<file path="config.mk">
export PLATFORM = sky130hd
export DESIGN_NAME = dual_mailbox_with_snapshot_core
export DESIGN_NICKNAME = d
export VERILOG_FILES = /design/src/rtl/dmbx_pkg.sv /design/src/rtl/dmbx_box.sv /design/src/rtl/dual_mailbox_with_snapshot_core.sv
export VERILOG_INCLUDE_DIRS = /design/src /design/src/rtl
export SDC_FILE = /design/constraint.sdc
export NUM_CORES = 1
export LEC_CHECK = 0
export ABC_CLOCK_PERIOD_IN_PS = 2029
export BUFFER_PORTS_ARGS = -buffer_cell sky130_fd_sc_hd__clkbuf_2
export CAP_MARGIN = 20
export CORE_ASPECT_RATIO = 0.5
export CORE_MARGIN = 10
export CORE_UTILIZATION = 52
export CTS_BUF_LIST = sky130_fd_sc_hd__clkbuf_8
export DETAILED_ROUTE_END_ITERATION = 7
export PLACE_DENSITY = 0.83
export SLEW_MARGIN = 40
export SYNTH_ARGS = -nofsm -noshare
export SYNTH_HDL_FRONTEND = slang
export SYNTH_SLANG_ARGS = --single-unit
</file>
<file path="constraint.sdc">
create_clock -name clk_i -period 2.03 [get_ports clk_i]
set_clock_uncertainty 0.15 [all_clocks]
set_input_delay 0.203 -clock clk_i [delete_from_list [all_inputs] [get_ports clk_i]]
set_output_delay 0.203 -clock clk_i [all_outputs]
set_load 0.005 [all_outputs]
</file>
<file path="src/rtl/assert_macros.svh">
// ---------------------------------------------------------------------------
// Assertion macros
// Shared concurrent assertion wrappers for the mailbox RTL.
// ---------------------------------------------------------------------------
`ifndef ASSERT_MACROS_SVH
`define ASSERT_MACROS_SVH

`ifndef SYNTHESIS

// Clocked assertion, disabled while reset is asserted (active low)
`define DMBX_ASSERT(lbl, clk, rst_n, prop) \
  lbl: assert property (@(posedge clk) disable iff (!rst_n) prop) \
    else $error("dmbx assertion failed");

// Clocked assertion that also holds during reset
`define DMBX_ASSERT_ALWAYS(lbl, clk, prop) \
  lbl: assert property (@(posedge clk) prop) \
    else $error("dmbx assertion failed");

`else

`define DMBX_ASSERT(lbl, clk, rst_n, prop)
`define DMBX_ASSERT_ALWAYS(lbl, clk, prop)

`endif

`endif

</file>
<file path="src/rtl/dmbx_pkg.sv">
// ---------------------------------------------------------------------------
// dmbx_pkg
// Types and constants shared by the dual mailbox modules.
// ---------------------------------------------------------------------------
`timescale 1ns / 1ps

package dmbx_pkg;

  localparam int unsigned WordW   = 16;
  localparam int unsigned ValidB  = 15;
  localparam int unsigned CmdW    = 2;
  localparam int unsigned UserW   = 4;
  localparam int unsigned OutW    = 24;

  localparam logic [WordW-1:0] HighDataMask = 16'h7FFF;
  localparam logic [WordW-1:0] ValidMask    = 16'h8000;

  // Mailbox commands
  typedef enum logic [CmdW-1:0] {
    CMD_WR_HIGH = 2'd0,
    CMD_WR_LOW  = 2'd1,
    CMD_RD_HIGH = 2'd2,
    CMD_RD_LOW  = 2'd3
  } cmd_e;

  // One access steered to a single mailbox
  typedef struct packed {
    logic             en;
    cmd_e             cmd;
    logic             receiver;  // access made by the receiving side
    logic [WordW-1:0] data;
  } access_t;

endpackage

</file>
<file path="src/rtl/dmbx_box.sv">
// ---------------------------------------------------------------------------
// dmbx_box
// One 32-bit mailbox: high word with valid flag, low word, read snapshot.
// ---------------------------------------------------------------------------
`timescale 1ns / 1ps
`include "assert_macros.svh"

module dmbx_box (
  input  logic                         clk_i,
  input  logic                         rst_ni,
  input  dmbx_pkg::access_t            acc_i,
  output logic [dmbx_pkg::WordW-1:0]   rd_data_o,  // zero for writes
  output logic                         full_o      // valid flag after access
);

  logic [dmbx_pkg::WordW-1:0] high_q, high_d;
  logic [dmbx_pkg::WordW-1:0] low_q, low_d;
  logic [dmbx_pkg::WordW-1:0] snap_q, snap_d;
  logic                       held_q, held_d;

  // Next-state and read data
  always_comb begin
    high_d    = high_q;
    low_d     = low_q;
    snap_d    = snap_q;
    held_d    = held_q;
    rd_data_o = '0;
    if (acc_i.en) begin
      case (acc_i.cmd)
        dmbx_pkg::CMD_WR_HIGH: begin
          high_d = acc_i.data & dmbx_pkg::HighDataMask;
        end
        dmbx_pkg::CMD_WR_LOW: begin
          low_d  = acc_i.data;
          high_d = high_q | dmbx_pkg::ValidMask;
        end
        dmbx_pkg::CMD_RD_HIGH: begin
          rd_data_o = high_q;
          held_d    = high_q[dmbx_pkg::ValidB];
          if (high_q[dmbx_pkg::ValidB]) begin
            snap_d = low_q;
          end
        end
        dmbx_pkg::CMD_RD_LOW: begin
          rd_data_o = held_q ? snap_q : low_q;
          held_d    = 1'b0;
          // only the receiving side consumes the message
          if (acc_i.receiver) begin
            high_d = high_q & dmbx_pkg::HighDataMask;
          end
        end
        default: begin
          rd_data_o = '0;
        end
      endcase
    end
  end

  assign full_o = high_d[dmbx_pkg::ValidB];

  // Mailbox state
  always_ff @(posedge clk_i or negedge rst_ni) begin
    if (!rst_ni) begin
      high_q <= '0;
      low_q  <= '0;
      snap_q <= '0;
      held_q <= 1'b0;
    end else begin
      high_q <= high_d;
      low_q  <= low_d;
      snap_q <= snap_d;
      held_q <= held_d;
    end
  end

  // Assertions
  `DMBX_ASSERT(a_wr_low_sets_valid, clk_i, rst_ni,
    (acc_i.en && acc_i.cmd == dmbx_pkg::CMD_WR_LOW) |=> high_q[dmbx_pkg::ValidB])
  `DMBX_ASSERT(a_wr_high_clears_valid, clk_i, rst_ni,
    (acc_i.en && acc_i.cmd == dmbx_pkg::CMD_WR_HIGH) |=> !high_q[dmbx_pkg::ValidB])
  `DMBX_ASSERT(a_rd_low_drops_snap, clk_i, rst_ni,
    (acc_i.en && acc_i.cmd == dmbx_pkg::CMD_RD_LOW) |=> !held_q)
  `DMBX_ASSERT(a_idle_holds_state, clk_i, rst_ni,
    !acc_i.en |=> ($stable(high_q) && $stable(low_q) && $stable(held_q)))

endmodule

</file>
<file path="src/rtl/dual_mailbox_with_snapshot_core.sv">
// ---------------------------------------------------------------------------
// dual_mailbox_with_snapshot_core
// Host-to-DSP and DSP-to-host 32-bit mailboxes behind a stream interface.
// ---------------------------------------------------------------------------
// Usage:
//   Each input word on the s_axis channel is one mailbox access: tuser says
//   which command, which mailbox and which side makes it; tdata carries the
//   write word. Every access returns exactly one word on m_axis with the read
//   word (zero for writes) and both mailbox full flags after the access.
//   An accepted access sits in the input register; when it advances, the
//   mailbox is updated and the result register is loaded, which raises
//   m_axis_tvalid. Throughput is one word per cycle while the receiver keeps
//   m_axis_tready high; the mailbox update is a single register-to-register
//   step, so back-to-back accesses to the same mailbox see each other's
//   effects.
//   Reset clears both mailboxes, their snapshots and both pipeline valid flags.
//   When the receiver stalls (m_axis_tready low), the result word holds, the
//   input register keeps one more word and s_axis_tready then drops until
//   the result is taken.
// ---------------------------------------------------------------------------
`timescale 1ns / 1ps
`include "assert_macros.svh"

module dual_mailbox_with_snapshot_core (
  input  logic                          clk_i,
  input  logic                          rst_ni,
  // access stream
  input  logic                          s_axis_tvalid,
  output logic                          s_axis_tready,
  input  logic [dmbx_pkg::WordW-1:0]    s_axis_tdata,  // [15:0] write_data
  input  logic [dmbx_pkg::UserW-1:0]    s_axis_tuser,  // [1:0] command, [2] box_select,
                                                       // [3] from_dsp
  // result stream
  output logic                          m_axis_tvalid,
  input  logic                          m_axis_tready,
  output logic [dmbx_pkg::OutW-1:0]     m_axis_tdata   // [15:0] read_data,
                                                       // [16] to_dsp_full,
                                                       // [17] to_host_full, rest 0
);

  logic                       in_valid_q;
  logic [dmbx_pkg::WordW-1:0] in_data_q;
  dmbx_pkg::cmd_e             in_cmd_q;
  logic                       in_sel_q;
  logic                       in_dsp_q;
  logic                       out_valid_q;
  logic [dmbx_pkg::OutW-1:0]  out_data_q, out_data_d;
  logic                       advance;

  dmbx_pkg::access_t          acc_dsp, acc_host;
  logic [dmbx_pkg::WordW-1:0] rd_dsp, rd_host;
  logic                       full_dsp, full_host;

  // Pipeline control
  assign advance       = in_valid_q && (!out_valid_q || m_axis_tready);
  assign s_axis_tready = !in_valid_q || advance;

  // Input register
  always_ff @(posedge clk_i or negedge rst_ni) begin
    if (!rst_ni) begin
      in_valid_q <= 1'b0;
    end else if (s_axis_tready) begin
      in_valid_q <= s_axis_tvalid;
    end
  end

  always_ff @(posedge clk_i) begin
    if (s_axis_tready && s_axis_tvalid) begin
      in_data_q <= s_axis_tdata;
      in_cmd_q  <= dmbx_pkg::cmd_e'(s_axis_tuser[1:0]);
      in_sel_q  <= s_axis_tuser[2];
      in_dsp_q  <= s_axis_tuser[3];
    end
  end

  // Steer the access to one mailbox; the receiver of box 0 is the DSP
  always_comb begin
    acc_dsp.en        = advance && !in_sel_q;
    acc_dsp.cmd       = in_cmd_q;
    acc_dsp.receiver  = in_dsp_q;
    acc_dsp.data      = in_data_q;
    acc_host.en       = advance && in_sel_q;
    acc_host.cmd      = in_cmd_q;
    acc_host.receiver = !in_dsp_q;
    acc_host.data     = in_data_q;
  end

  dmbx_box u_box_to_dsp (
    .clk_i     (clk_i),
    .rst_ni    (rst_ni),
    .acc_i     (acc_dsp),
    .rd_data_o (rd_dsp),
    .full_o    (full_dsp)
  );

  dmbx_box u_box_to_host (
    .clk_i     (clk_i),
    .rst_ni    (rst_ni),
    .acc_i     (acc_host),
    .rd_data_o (rd_host),
    .full_o    (full_host)
  );

  // Result word
  assign out_data_d = {6'b0, full_host, full_dsp, (in_sel_q ? rd_host : rd_dsp)};

  always_ff @(posedge clk_i or negedge rst_ni) begin
    if (!rst_ni) begin
      out_valid_q <= 1'b0;
    end else if (advance) begin
      out_valid_q <= 1'b1;
    end else if (m_axis_tready) begin
      out_valid_q <= 1'b0;
    end
  end

  always_ff @(posedge clk_i) begin
    if (advance) begin
      out_data_q <= out_data_d;
    end
  end

  assign m_axis_tvalid = out_valid_q;
  assign m_axis_tdata  = out_data_q;

  // Assertions
  `DMBX_ASSERT(a_held_item_stays, clk_i, rst_ni,
    (in_valid_q && !advance) |=> in_valid_q)
  `DMBX_ASSERT(a_result_loaded, clk_i, rst_ni,
    advance |=> m_axis_tvalid)
  `DMBX_ASSERT(a_flags_match_boxes, clk_i, rst_ni,
    advance |=> (m_axis_tdata[16] == $past(full_dsp) &&
                 m_axis_tdata[17] == $past(full_host)))
  `DMBX_ASSERT_ALWAYS(a_one_box_per_access, clk_i,
    !(acc_dsp.en && acc_host.en))

endmodule

</file>
After elaboration in Yosys (flattened, before gate mapping)
Index checks and enable logic that the tools add are counted.
{ "word_totals": {"ff_bits": 138, "input_bits": 24} }
{ "op_classes": {"mux": 17, "n_reduce_logical": 20, "n_eq_ne": 3, "bitwise_logic": 2} }
{ "op_table": {"columns": ["cell", "n"], "rows": [
  ["$mux 16", 9],
  ["$pmux 16 s3", 2],
  ["$pmux 16 s2", 2],
  ["$reduce_and 2->1", 4],
  ["$reduce_and 4->1", 2],
  ["$reduce_and 3->1", 2],
  ["$eq 2x2->1 const B", 2],
  ["$logic_and 1x1->1", 4],
  ["$pmux 1 s2", 2],
  ["$reduce_bool 2->1", 2],
  ["$logic_not 1->1", 3],
  ["$eq 2x1->1 const B", 1],
  ["$logic_not 2->1", 1],
  ["$logic_or 1x1->1", 2],
  ["$mux 1", 2],
  ["$not 1->1", 2]
]} }

Logic depth before layout (Yosys ltp)
{ "logic_depth": {"word_depth": 6, "depth_mapped": 6} }

Cells and area by module
Synthesis repeated with hierarchy kept, for this count alone.
{ "hier_totals": {"cells_unflattened": 401, "area_unflattened_um2": 6034.5} }
{ "modules_own_cells": {"columns": ["module", "cells_per_inst", "seq_area_each_um2", "area_each_um2", "instances"], "rows": [
  ["dmbx_box", 163, 1226.2, 2247.2, 2],
  ["dual_mailbox_with_snapshot_core", 75, 1191.1, 1540.2, 1]
]} }

Least setup slack after synthesis
Ideal clock, no wire load.
{ "synth_timing": {"kind": "flip-flop to flip-flop", "startpoint": "reg out_valid_q, in the netlist m_axis_tvalid", "endpoint": "reg out_data_q (netlist bit m_axis_tdata[0]), enable pin", "t_arrival_ns": 1.463, "setup_slack_ns": 0.025, "synth_period_minus_slack_ns": 2.005, "required_time_ns": 1.488, "path_stages_with_launch": 4, "path_buffers": 1, "cell_sequence": "dfrtp_1 -> nor2b_1 -> buf_4 -> nor2_1"} }
{ "synth_between": {"elab_chain_cells": 3} }
{ "synth_rtl": {"columns": ["item", "line_no", "text"], "rows": [
  ["start: declaration", "dual_mailbox_with_snapshot_core.sv:46", "logic out_valid_q;"],
  ["start signal: assignment", "dual_mailbox_with_snapshot_core.sv:109", "out_valid_q <= 1'b0;"],
  ["start signal: assignment", "dual_mailbox_with_snapshot_core.sv:111", "out_valid_q <= 1'b1;"],
  ["start signal: assignment", "dual_mailbox_with_snapshot_core.sv:113", "out_valid_q <= 1'b0;"],
  ["$logic_not 1->1", "dual_mailbox_with_snapshot_core.sv:55", "assign advance = in_valid_q && (!out_valid_q || m_axis_tready);"],
  ["$logic_or 1x1->1", "dual_mailbox_with_snapshot_core.sv:55", null],
  ["$logic_and 1x1->1", "dual_mailbox_with_snapshot_core.sv:55", null],
  ["net advance", "dual_mailbox_with_snapshot_core.sv:48", "logic advance;"],
  ["end signal: assignment", "dual_mailbox_with_snapshot_core.sv:119", "out_data_q <= out_data_d;"],
  ["end: declaration", "dual_mailbox_with_snapshot_core.sv:47", "logic [dmbx_pkg::OutW-1:0] out_data_q, out_data_d;"]
]} }
The timed path passes the listed nets, and every way through them passes these cells.
A chain may end at the register's enable or synchronous reset.

Worst setup path in the final report
{ "layout_timing": {"startpoint": "reg out_valid_q, in the netlist m_axis_tvalid", "endpoint": "reg out_data_q (netlist bit m_axis_tdata[17]), data pin"} }
{ "layout_between": {"elab_chain_cells": 5} }
{ "layout_rtl": {"columns": ["item", "line_no", "text"], "rows": [
  ["$logic_not 1->1", "dual_mailbox_with_snapshot_core.sv:55", null],
  ["$logic_or 1x1->1", "dual_mailbox_with_snapshot_core.sv:55", null],
  ["$logic_and 1x1->1", "dual_mailbox_with_snapshot_core.sv:55", null],
  ["$logic_and 1x1->1", "dual_mailbox_with_snapshot_core.sv:82", "acc_host.en = advance && in_sel_q;"],
  ["$mux 16", "dmbx_box.sv:28", "if (acc_i.en) begin"],
  ["net full_host", "dual_mailbox_with_snapshot_core.sv:52", "logic full_dsp, full_host;"]
]} }
The timed path passes the listed nets, and every way through them passes these cells.

==> out/results.txt <==
DRT iter0 DRCs: 253
Int Pwr: 5.67 mW
crit start category: flip-flop
clock slew at reported path FFs: 80 ps
commonest non-fill, non-tap cell in the layout: dfrtp_1
flop2flop setup slack: 80 ps
H-tree depth: 4
Layout fillers: 749
Final Hold Fails: 0
remaining antenna violation count after routing: 0
Nets: 515
Arr. time, crit path: 1990 ps
#FFs+latches synth: 138
dpl cell area: 6370 um2
RSZ-0062 raised after global routing: no
Comb power frac: 20.3%
FF-to-FF Start: m_axis_tvalid
# clock sinks: 138
Switching Share: 27.5%
Worst Tran Pin Value: 739 ps
WL final: 12700 um
root buf cell: clkbuf_8
Setup crit end kind: flip-flop
Rel. slew slack: 50.6%
Max Cap Viol: 0
die height: 95.5 um
R2R Path End: m_axis_tdata[17]
Setup Crit Path Kind: reg -> reg
Seq/Total Area, Yosys: 61.5%
Reg2Reg Depth: 4
Peak VDD IR: 0.588 mV
Yosys warnings: 0
die footprint: 16300 um2
Worst-Skew Late Latency: 450 ps
CTS Buffer Depth: 2
row count: 27
grt ovf: 0
P per Cell Area: 1120 nW/um2
Final Setup Violations: 0
Initial DRT Pass Iterations: 5
outcome: finished clean
Switch Pwr: 2.15 mW
clock power share: 27.7%
global-route wire length before repair: 20300 um
Total Power: 7.82 mW
LEAKAGE: 3.08 nW
drt via density: 5.52
WP data required: 2070 ps
Final Instance Area: 7000 um2
core footprint: 11000 um2
number of diodes: 0
cts bufs inserted: 17
via count: 3580
Period minus WS final: 1950 ps
dpl hpwl: 8170 um
die width: 171 um
Critical Path Fanout Max: 17
Cell variety after synth: 37
Final period util: 96.2%
share of layout cells above drive strength 1: 35.7%
Initial Util: 53.6%
Syn Inst Count: 410
I/O pins: 50
# DRC: 0
P&R area growth vs syn: 18.1%
initial antenna violation count: 0
commonest non-fill, non-tap cells in the layout: 100 x dfrtp_1, 76 x mux2_2, 42 x clkbuf_2, 38 x edfxtp_1, 33 x nor2_1
FMAX: 512 MHz
All-Layer GR Usage: 16.5%
Buffers on Ports: 43
Flop pwr share: 51.9%
fin. max-slew vios: 0
largest net degree at the start of global routing: 44
vias in the first global route: 3743
syn_area_per_cell: 14.5 um2
worst hold-check path type: in -> async
routed len/inst: 19.5 um
Netlist Area Pre-Place: 5930 um2
RD Place Congestion: 0.855
CTS tree: built
==> cell type report <==
| cell class | count | area, um2 | share of cell area, % |
|---|---|---|---|
| Sequential cell | 138 | 3640 | 52.0 |
| Multi-Input combinational cell | 242 | 2100 | 30.0 |
| Timing Repair Buffer | 88 | 677 | 9.67 |
| Clock buffer | 20 | 275 | 3.93 |
| Tap cell | 145 | 181 | 2.59 |
| Clock inverter | 12 | 106 | 1.52 |
| Inverter | 4 | 15.0 | 0.214 |
==> per-layer routing <==
layer	share of wire (%)	wire length (um)	vias up	global-route usage, %
met3	5.1	639	15	4.91
met4	1.3	169	0	6.54
met2	48	6070	111	26.4
li1	-	-	1642	-
met1	46	5780	1812	20.9
met5	0	0	-	0
==> kinds of logic after synthesis <==
group                  synth area share [%]
other                                0.0633
flip-flops                             61.5
buffers and inverters                  3.72
AO/OA/AOI/OAI                          5.81
AND/OR/NAND/NOR                        5.66
multiplexers                           23.3
==> worst max path at each step <==
stage          slack, ps                 endpoint           from  cells after the start
2_1_floorplan         20          m_axis_tdata[0]  m_axis_tvalid                      3
3_3_place_gp         -60         m_axis_tdata[10]  m_axis_tvalid                      4
3_5_place_dp         -40  u_box_to_host.high_q[1]  m_axis_tvalid                      4
4_1_cts               10  u_box_to_dsp.snap_q[13]    in_cmd_q[0]                      5
5_1_grt               20   u_box_to_host.low_q[4]  m_axis_tvalid                      4
6_report              80         m_axis_tdata[17]  m_axis_tvalid                      4
==> power by group through the flow <==
stage                     sequential [mW]  clock, mW  combinational, mW
after global placement               4.05          0               1.47
after detailed placement             4.10          0               1.54
after CTS                            4.05       2.20               1.59
final                                4.06       2.17               1.59
after global routing                 4.15       2.32               1.75
after floorplan                      3.96          0               1.16
==> sequential cells by signal, summed over array words and instances, names as in the netlist, 2 cells and up <==
signal / count
m_axis_tdata: 18
in_data_q: 16
u_box_to_dsp.low_q: 16
in_cmd_q: 2
u_box_to_host.low_q: 16
u_box_to_dsp.high_q: 16
u_box_to_host.high_q: 16
u_box_to_host.snap_q: 16
u_box_to_dsp.snap_q: 16
==> Yosys cell counts (all sizes together) <==
library cell | count | share of area [%]
a22o | 16 | 2.4
and4 | 1 | 0.19
and2 | 1 | 0.11
o21bai | 2 | 0.25
buf | 29 | 3.3
edfxtp | 38 | 19
inv | 4 | 0.25
nand3b | 1 | 0.13
nor3 | 2 | 0.44
o2111ai | 1 | 0.15
nor2b | 2 | 0.21
a21oi | 32 | 2.7
mux2i | 32 | 5.4
o21ai | 1 | 0.084
nand4b | 2 | 0.65
nand2b | 2 | 0.21
nor4bb | 1 | 0.42
and2b | 1 | 0.17
conb | 1 | 0.063
nor2 | 34 | 2.2
clkbuf | 2 | 0.13
mux2 | 94 | 18
nand2 | 5 | 0.32
o31ai | 2 | 0.25
or3b | 1 | 0.15
dfrtp | 100 | 42
nor3b | 1 | 0.21
nand3 | 2 | 0.25
==> per-stage QoR <==
| step | setup slack, ps | std cells | hold slack (ps) | utilization, % | TNS (ps) |
|---|---|---|---|---|---|
| global route | 22.4 | 649 | 67.6 | 63.4 | 0 |
| finish | 76.7 | 649 | 50.6 | 63.4 | 0 |
| detailed placement | -40.8 | 594 | -36.1 | 57.7 | -501 |
| floorplan | 24.8 | 415 | -243 | - | 0 |
| global placement | -63.5 | 593 | -36.6 | 57.4 | -642 |
| CTS | 12.7 | 648 | 16.1 | 63.2 | 0 |
==> what timing repair did <==
action                                  CTS  global route
endpoints found under the setup margin   15            32
endpoints found under the hold margin   121             0
pin swaps                                 0             2
hold buffers                             22             0
setup buffers                             0             1
gates resized for setup                   1             0
==> critical path: stages, from the launching register on <==
cell      delay [ps]
dfrtp_1          360
buf_4            120
nand2b_1         200
and4_4           370
or3b_2           490
No activity file was read; power rests on OpenSTA's default activity.
